### src/rtl/core/dtw_pkg.sv
// ----------------------------------------------------------------------------
// dtw_pkg
// Shared widths, constants and types for the path cost block.
// ----------------------------------------------------------------------------
package dtw_pkg;
    localparam int SAMPLE_W  = 16;
    localparam int CELL_W    = 24;
    localparam int COST_W    = 32;
    localparam int SEQ_LEN_D = 32;

    // Data one cell hands to the next cell of the chain
    typedef struct packed {
        logic                       valid;
        logic signed [SAMPLE_W-1:0] a;
        logic [CELL_W-1:0]          left;
        logic [CELL_W-1:0]          diag;
        logic                       first_col;
    } dtw_link_t;

    function automatic logic [CELL_W-1:0] min3(input logic [CELL_W-1:0] x,
                                               input logic [CELL_W-1:0] y,
                                               input logic [CELL_W-1:0] z);
        logic [CELL_W-1:0] m;
        m = (x < y) ? x : y;
        return (m < z) ? m : z;
    endfunction
endpackage

### src/rtl/core/dtw_cell.sv
// ----------------------------------------------------------------------------
// dtw_cell
// One column of the cost matrix: holds b[j] and its previous-row value.
// ----------------------------------------------------------------------------
module dtw_cell (
    input  logic                                aclk,
    input  logic                                aresetn,
    input  logic                                load_en,
    input  logic signed [dtw_pkg::SAMPLE_W-1:0] b_in,
    input  logic                                first_cell,
    input  dtw_pkg::dtw_link_t                  link_in,
    output dtw_pkg::dtw_link_t                  link_out,
    output logic [dtw_pkg::CELL_W-1:0]          up_val
);
    import dtw_pkg::*;

    logic signed [SAMPLE_W-1:0] b_reg;
    logic [CELL_W-1:0]          up_reg;
    logic                       row0_reg;
    dtw_link_t                  out_reg;
    logic signed [SAMPLE_W:0]   diff;
    logic [CELL_W-1:0]          cost;
    logic [CELL_W-1:0]          cell_val;

    // Local cost |a-b|
    always_comb begin
        diff = {link_in.a[SAMPLE_W-1], link_in.a} - {b_reg[SAMPLE_W-1], b_reg};
        cost = diff[SAMPLE_W] ? CELL_W'(-diff) : CELL_W'(diff);
    end

    // Pick predecessor, with border cases for first row and first column
    always_comb begin
        if (row0_reg && first_cell) begin
            cell_val = cost;
        end else if (row0_reg) begin
            cell_val = cost + link_in.left;
        end else if (first_cell) begin
            cell_val = cost + up_reg;
        end else begin
            cell_val = cost + min3(link_in.diag, up_reg, link_in.left);
        end
    end

    always_ff @(posedge aclk) begin
        if (!aresetn) begin
            row0_reg      <= 1'b1;
            out_reg.valid <= 1'b0;
        end else begin
            out_reg.valid <= link_in.valid;
            if (load_en) begin
                row0_reg <= 1'b1;
            end else if (link_in.valid) begin
                row0_reg <= 1'b0;
            end
        end
        if (load_en) begin
            b_reg <= b_in;
        end
        // Advance the row wave: diag for the next cell is our old up value
        if (link_in.valid) begin
            up_reg            <= cell_val;
            out_reg.a         <= link_in.a;
            out_reg.left      <= cell_val;
            out_reg.diag      <= up_reg;
            out_reg.first_col <= 1'b0;
        end
    end

    assign link_out = out_reg;
    assign up_val   = up_reg;
endmodule

### config.mk
export PLATFORM = sky130hd
export DESIGN_NAME = dtw_cell
export DESIGN_NICKNAME = d
export VERILOG_FILES = /design/src/rtl/core/dtw_pkg.sv /design/src/rtl/core/dtw_cell.sv
export SDC_FILE = /design/constraint.sdc
export NUM_CORES = 1
export LEC_CHECK = 0
export ABC_AREA = 0
export ABC_CLOCK_PERIOD_IN_PS = 10300
export BUFFER_PORTS_ARGS = -buffer_cell sky130_fd_sc_hd__buf_2
export CAP_MARGIN = 5
export CORE_MARGIN = 2
export CORE_UTILIZATION = 40
export CTS_CLUSTER_DIAMETER = 60
export CTS_CLUSTER_SIZE = 30
export DETAILED_ROUTE_END_ITERATION = 10
export HOLD_SLACK_MARGIN = 0.05
export PLACE_DENSITY = 0.68
export SYNTH_ARGS = -nofsm -noshare
export SYNTH_HDL_FRONTEND = slang
export SYNTH_SLANG_ARGS = --single-unit
### constraint.sdc
create_clock -name aclk -period 10.3 [get_ports aclk]
set_input_delay 2.06 -clock aclk [delete_from_list [all_inputs] [get_ports aclk]]
set_output_delay 2.06 -clock aclk [all_outputs]
set_load 0.05 [all_outputs]
# [Word level (Yosys, flattened, before mapping)]
# Cells that the tools add are included.
[totals] ff_bits=82 input_bits=86 out_inout_bits=90 wordCells=22
[classes] addsub=5 n_lt_le_gt_ge=2 mux=6 n_bitwise=1 n_reduce_logical=2
[op_table] cell="$mux 24" count=6
[op_table] cell="$add 24x24->24" count=3
[op_table] cell="$lt 24x24->1" count=2
[op_table] cell="$neg 17->24" count=1
[op_table] cell="$sub 16x16->17" count=1
[op_table] cell="$reduce_or 2->1" count=1
[op_table] cell="$logic_and 1x1->1" count=1
[op_table] cell="$not 1->1" count=1

# [Longest topological paths before layout]
# Gate-level depths: netlist of the first run.
[depth] depth_word=8 depth_mapped=34 ltp_nobuf=31

# [Worst setup path before layout of the first run]
# OpenSTA, ideal clock, no wires.
[synth_path] path_type="input-to-reg" start="in link_in[16] in the netlist's numbering" end="reg out_reg, in the netlist link_out[47] (data pin)" setup_ns=0.257 t_arrival_ns=7.938 t_required_ns=10.043 path_slack_ns=2.104 stages=30 path_buffers=3 cell_sequence="ha_1 > a21oi_1 > a31oi_1 > a2111oi_0 > o22a_1 > and2_1 > buf_2 > buf_2 > nand2_1 > o21ai_0 > ha_1 > a211oi_1 > o21ai_0 > a41oi_1 > nand2_1 > a2111oi_0 > nand3b_1 > o21ai_1 > a21o_1 > buf_2 > a22o_1 > ha_1 > or4_1 > o221ai_1 > a211oi_1 > o22ai_1 > o21ai_1 > a211oi_1 > a2111o_1 > o21ai_1"
[synth_via] elab_chain_len=8
[synth_rtl] element="start: declaration" line_no="dtw_cell.sv:11" source="input dtw_pkg::dtw_link_t link_in,"
[synth_rtl] element="$lt 24x24->1" line_no="dtw_pkg.sv:24" source="m = (x < y) ? x : y;"
[synth_rtl] element="$mux 24 (*)" line_no="dtw_pkg.sv:24"
[synth_rtl] element="$lt 24x24->1" line_no="dtw_pkg.sv:25" source="return (m < z) ? m : z;"
[synth_rtl] element="$mux 24 (*)" line_no="dtw_pkg.sv:25"
[synth_rtl] element="$add 24x24->24 (*)" line_no="dtw_cell.sv:40" source="cell_val = cost + min3(link_in.diag, up_reg, link_in.left);"
[synth_rtl] element="$mux 24 (*)" line_no="dtw_cell.sv:37" source="end else if (first_cell) begin"
[synth_rtl] element="$mux 24 (*)" line_no="dtw_cell.sv:35" source="end else if (row0_reg) begin"
[synth_rtl] element="$mux 24 (*)" line_no="dtw_cell.sv:33" source="if (row0_reg && first_cell) begin"
[synth_rtl] element="net cell_val[22]" line_no="dtw_cell.sv:23" source="logic [CELL_W-1:0] cell_val;"
[synth_rtl] element="end: declaration" line_no="dtw_cell.sv:20" source="dtw_link_t out_reg;"
# Mark *: on every way through the listed nets, which the timed path passes. The rest lies on a longest branch.
# A chain may end at the register's enable or synchronous reset.

# [Worst setup path after layout of the first run]
# Ends and elaborated chain as after synthesis.

==> results.py, run 1 <==
metrics = {
    "grt": {
        "gr-total-overflow": 0,
        "grtUsageTotal": 0.197,
        "antenna_found_initial": 0,
        "grt_pass1_wl_mm": 30.5,
        "grt_max_degree": 67,
        "grt_pass1_vias": 5915,
    },
    "final_layout": {
        "syn_to_final_growth_pct": 18.3,
        "layout_commonest_cell": "buf_2",
        "drive_above_1_share": 0.254,
        "largest_reg_flops": 65,
        "final_area_mm2": 0.00863,
        "n_fill_cell": 1729,
        "layout_common_cells": "172 x buf_2, 86 x ha_1, 80 x inv_1, 80 x edfxtp_1, 54 x nand2_1",
        "num_antenna_cells": 0,
        "nets": 1106,
    },
    "detailed_routing": {
        "drc": 0,
        "dr.pass1.iters": 5,
        "wire_per_inst_um": 16.4,
        "via_count": 6384,
        "wl_mm": 19.1,
        "detail_route.iter0.violations": 370,
        "drtAntennaViolNets": 0,
        "via_per_inst": 5.48,
    },
    "flow_run": {
        "cap_violations": 0,
    },
    "power": {
        "power_density_mw_per_mm2": 244,
        "power.total_mw": 2.11,
        "leakage_nw": 3.99,
        "ir_drop_mv": 0.122,
    },
    "logic_synthesis": {
        "ys_async_sr_fraction": 0,
        "synthCells": 773,
        "synth.distinct_cells": 83,
        "synth_edf_count": 80,
        "yosysWarnings": 0,
        "synth_top_area_frac": 0.329,
        "ys_seq_elements": 82,
        "ys.flop_type": "edfxtp_1",
        "yosys-top-cells-area": "edfxtp_1 33%, ha_1 15%, inv_1 4.1%, o21ai_0 3.4%, nand2_1 2.8%",
        "ys_seq_area_frac": 0.335,
        "synth_top_cell_by_area": "edfxtp_1",
        "syn_area_per_cell_um2": 9.43,
        "syn_area_mm2": 0.00729,
    },
    "min_path": {
        "hold_class": "flop to flop",
        "min-delay-start": "link_out[48]$_DFFE_PP_",
    },
    "die": {
        "io-pin-count": 176,
        "rows": 49,
        "coreArea_mm2": 0.0179,
        "die-area_mm2": 0.0193,
        "start_util": 0.407,
        "die_w_um": 139,
        "die_height_um": 139,
    },
    "setup_path": {
        "cpPeakStageDelay_ns": 0.43,
        "path_class": "input port to flop",
        "crit_fanout": 14,
        "r2r_end": "link_out[47]$_DFFE_PP_",
        "end_kind": "flop",
        "endpoint": "link_out[47]$_DFFE_PP_",
        "startpoint": "link_in[16]",
        "required_ns": 10.52,
        "reg2reg_slack_ns": 2.69,
        "rr_worst_depth": 33,
        "start_kind": "input port",
        "reg2reg_from": "link_out[40]$_DFFE_PP_",
        "worstPathArrival_ns": 9.11,
        "cp_slowest_cell": "a2111oi_0",
    },
    "clock_tree": {
        "insertion_delay_ns": 0.36,
        "cts_setup_buffers": 0,
        "hold_buffers": 0,
        "cts-root-buf": "clkbuf_16",
        "clkTransAtPathRegs_ns": 0.07,
        "htree_levels": 3,
        "cts_tree": "yes",
        "cts_sinks": 82,
        "clk_path_buf_depth": 2,
        "cts_made_buffers": 9,
        "cts_resized": 0,
    },
    "placed_design": {
        "place_congestion": 0.906,
        "place_area_mm2": 0.00831,
        "portBuffers": 173,
        "hpwl_mm": 14.6,
    },
    "sta": {
        "slew_violations": 0,
        "setup_viol": 0,
        "hold_slack_ns": 0.505,
        "tightest_slew_ns": 1.07,
        "fmax_mhz": 112,
        "period_needed_ns": 8.89,
        "clock_skew_ns": 0.00962,
        "maxSlewHeadroom": 0.288,
        "hold_viol": 0,
        "tns_ns": 0,
        "period_share": 0.863,
        "grt_setup_unrepaired": "false",
    },
    "outcome": {
        "outcome": "complete, no violations",
    },
}
## final cells by class
class                      instances  area [µm²]  area share
clock buffer                      10         229      0.0265
multi-input combinational        566        4260       0.494
clock inverter                     6        90.1      0.0104
sequential                        82        2440       0.283
inverter                          80         300      0.0348
tap                              229         287      0.0332
timing repair buffer             193        1020       0.118
## per-layer routing
| metal | wire (µm) | vias up | GRT usage |
|---|---|---|---|
| li1 | - | 3197 | - |
| met1 | 8690 | 2955 | 0.265 |
| met2 | 8850 | 213 | 0.323 |
| met3 | 1210 | 19 | 0.0325 |
| met4 | 378 | 0 | 0.0686 |
| met5 | 0 | - | 0 |
## synth_stat cells, types with 3 or more instances
master,count
ha_1,86
edfxtp_1,80
inv_1,80
nand2_1,54
nor2_1,52
o21ai_0,49
a21oi_1,30
buf_4,26
a22o_1,22
a32o_1,20
a21o_1,18
xnor2_1,18
xor2_1,17
clkbuf_1,15
a211oi_1,14
nor3_1,12
nand3_1,11
nand4_1,11
nand2b_1,8
buf_2,7
mux2_2,7
nor4_1,7
o21a_1,7
o211ai_1,6
o21ai_1,6
o21bai_1,5
a21oi_2,4
a31oi_1,4
and2_1,4
and3_1,4
mux2i_1,4
nor2b_1,4
o22ai_1,4
a2111oi_0,3
and4_1,3
o221ai_1,3
o31ai_1,3
or4_1,3
## power breakdown
part / internal [mW] / switching, mW
Combinational: 0.431 / 0.791
Sequential: 0.458 / 0.0623
Clock: 0.214 / 0.149
## through the flow
stage | worst slack (ns) | std cells | util
after global placement | 1.20 | 1150 | 0.464
after floorplan | 2.10 | 779 | -
final | 1.41 | 1166 | 0.482
after global routing | 0.711 | 1166 | 0.482
after detailed placement | 1.14 | 1150 | 0.464
after CTS | 1.47 | 1166 | 0.482
## worst min-delay path by stage
stage	end	slack (ns)	cells after the start
6_report	link_out[24]$_DFFE_PP_	0.50	0
4_1_cts	link_out[24]$_DFFE_PP_	0.50	0
2_1_floorplan	link_out[25]$_DFFE_PP_	0.72	2
3_5_place_dp	link_out[24]$_DFFE_PP_	0.49	0
5_1_grt	link_out[24]$_DFFE_PP_	0.53	0
3_3_place_gp	link_out[24]$_DFFE_PP_	0.48	0
## cell families (layout without fill, tap and decap cells)
family	Yosys count	in the layout	share of synthesized area
flip-flops	82	82	0.335
other	1	7	0.000514
multiplexers	11	11	0.0163
AO/OA/AOI/OAI	234	234	0.234
XOR/XNOR	36	36	0.0443
AND/OR/NAND/NOR	190	190	0.133
adder cells (fa/ha/maj)	88	88	0.153
buffers and inverters	131	289	0.0841
## worst max-delay path: cells and delay by family
| family | cells | cell delay, ns |
|---|---|---|
| AOI/OAI and AO/OA | 18 | 3.94 |
| adders and majority gates | 4 | 1.29 |
| and+or+nand+nor | 7 | 1.20 |
| buffers and inverters | 4 | 0.60 |
Note: power is estimated with default switching activity, not from simulation.
==> run 2, diff against run 1 <==
--- a/config.mk
+++ b/config.mk
@@ -9,11 +9,13 @@
 export ABC_CLOCK_PERIOD_IN_PS = 10300
 export BUFFER_PORTS_ARGS = -buffer_cell sky130_fd_sc_hd__buf_2
 export CAP_MARGIN = 5
+export CORE_ASPECT_RATIO = 2
 export CORE_MARGIN = 2
 export CORE_UTILIZATION = 40
 export CTS_CLUSTER_DIAMETER = 60
 export CTS_CLUSTER_SIZE = 30
 export DETAILED_ROUTE_END_ITERATION = 10
+export GPL_ROUTABILITY_DRIVEN = 0
 export HOLD_SLACK_MARGIN = 0.05
 export PLACE_DENSITY = 0.68
 export SYNTH_ARGS = -nofsm -noshare
==> run 2 against run 1 <==
Clock skew up 0.0014 ns. Global-route usage up 0.75 points. Critical endpoint unchanged. Total power down 2.2%. Routed wire length up 3.5%. Sequential power about the same. Largest power group unchanged. Core utilization down 0.36 points. First-iteration DRC count down 26%. Via count up 0.14%. Clock-buffer cell count down 1.
==> results.py, run 2 (same netlist as run 1, synthesis figures left out) <==
metrics = {
    "final_layout": {
        "syn_to_final_growth_pct": 16.7,
        "layout_common_cells": "172 x buf_2, 86 x ha_1, 80 x inv_1, 80 x edfxtp_1, 54 x nand2_1",
        "largest_reg_flops": 65,
        "n_fill_cell": 1736,
        "drive_above_1_share": 0.245,
        "layoutNonFillerInstCount": 1140,
        "nets": 1094,
        "layout_commonest_cell": "buf_2",
    },
    "grt": {
        "gr-total-overflow": 0,
        "grtUsageTotal": 0.205,
        "antenna_found_initial": 4,
        "grt_pass1_wl_mm": 31.2,
        "grt_max_degree": 67,
        "grt_pass1_vias": 6423,
    },
    "detailed_routing": {
        "via_count": 6393,
        "via_per_inst": 5.61,
        "wl_met3_um": 939,
        "detail_route.iter0.violations": 275,
        "topRoutingLayerUsed": "met5",
        "drc": 0,
        "wl_met2_mm": 11.1,
        "m1WireLength_mm": 6.83,
        "dr.pass1.iters": 5,
        "wire_per_inst_um": 17.4,
        "drtAntennaViolNets": 0,
        "wl_mm": 19.8,
    },
    "sta": {
        "maxSlewHeadroom": 0.339,
        "slew_violations": 0,
        "fmax_mhz": 106,
        "clock_skew_ns": 0.0110,
        "period_needed_ns": 9.44,
        "setup_slack_ns": 0.860,
        "hold_viol": 0,
        "period_share": 0.917,
        "tightest_slew_ns": 0.990,
        "grt_setup_unrepaired": "false",
        "tns_ns": 0,
        "setup_viol": 0,
    },
    "die": {
        "die_w_um": 99.5,
        "die_height_um": 195,
        "die-area_mm2": 0.0194,
        "start_util": 0.410,
        "coreArea_mm2": 0.0178,
        "io-pin-count": 176,
        "rows": 69,
    },
    "min_path": {
        "hold_class": "flop to flop",
    },
    "setup_path": {
        "end_kind": "flop",
        "worstPathArrival_ns": 9.55,
        "crit_fanout": 27,
        "cpPeakStageDelay_ns": 0.68,
        "required_ns": 10.41,
        "path_class": "input port to flop",
        "cp_slowest_cell": "and2_1",
        "start_kind": "input port",
    },
    "clock_tree": {
        "htree_levels": 3,
        "clkTransAtPathRegs_ns": 0.07,
        "cts_setup_buffers": 0,
        "cts_sinks": 82,
        "insertion_delay_ns": 0.35,
        "cts_tree": "yes",
        "cts_resized": 0,
        "hold_buffers": 0,
        "clk_path_buf_depth": 2,
        "cts-root-buf": "clkbuf_16",
        "cts_made_buffers": 9,
    },
    "flow_run": {
        "cap_violations": 0,
    },
    "power": {
        "ir_drop_mv": 0.106,
        "leakage_nw": 3.92,
        "power_density_mw_per_mm2": 242,
    },
    "placed_design": {
        "pre_cts_ws_ns": 0.562,
        "hpwl_mm": 15.7,
        "dp.cells": 1122,
        "portBuffers": 173,
    },
    "outcome": {
        "outcome": "complete, no violations",
    },
}
run 2: changes by cell type in the layout (fill, tap and decap cells not counted), sizes merged:
cell      change
clkinvlp      +2
clkbuf        -1
diode         +2
bufinv        -1
buf          -12
run 2: metal layers:
| metal | vias up | track usage |
|---|---|---|
| li1 | 3160 | - |
| met1 | 2992 | 0.194 |
| met2 | 184 | 0.398 |
| met3 | 53 | 0.0338 |
| met4 | 4 | 0.117 |
| met5 | - | 0 |
run 2: layout make-up:
| class | instances | area [µm²] | share of cell area |
|---|---|---|---|
| Tap cell | 213 | 267 | 0.0313 |
| Clock buffer | 9 | 225 | 0.0265 |
| Sequential cell | 82 | 2440 | 0.287 |
| Inverter | 80 | 300 | 0.0353 |
| Clock inverter | 7 | 78.8 | 0.00926 |
| Timing Repair Buffer | 181 | 928 | 0.109 |
| Multi-Input combinational cell | 566 | 4260 | 0.501 |
| Antenna cell | 2 | 5.00 | 0.000588 |
run 2: worst paths after layout:
path / start / endpoint / slack, ns / cells past startpoint
setup reg to reg: link_out[40]$_DFFE_PP_ / link_out[47]$_DFFE_PP_ / 2.17 / 30
hold / removal: link_out[48]$_DFFE_PP_ / link_out[24]$_DFFE_PP_ / 0.51 / 0
hold reg to reg: link_out[48]$_DFFE_PP_ / link_out[24]$_DFFE_PP_ / 0.51 / 0
setup / recovery: link_in[16] / link_out[47]$_DFFE_PP_ / 0.86 / 30
run 2: stage by stage:
stage               cell area [µm²]  hold WS, ns  utilization  total power [mW]
finish                         8510        0.513        0.478              2.06
global route                   8510        0.541        0.478              2.20
CTS                            8500        0.518        0.478              2.07
detailed placement             8200        0.501        0.461              1.73
global placement               8200        0.482        0.461              1.71
floorplan                      7320        0.718            -              1.49
run 2: where the power goes:
group	leakage (nW)	total (mW)	internal (mW)	switching (mW)
combinational	2.98	1.20	0.413	0.791
sequential	0.804	0.518	0.458	0.0605
clock	0.138	0.336	0.190	0.147
total	3.92	2.06	1.06	0.998
run 2: worst max-delay path, delay by kind of cell:
family | cells | cell delay [ns]
AO/OA/AOI/OAI | 19 | 4.84
adder cells (fa/ha/maj) | 4 | 1.12
buffers and inverters | 2 | 0.19
AND/OR/NAND/NOR | 5 | 1.32
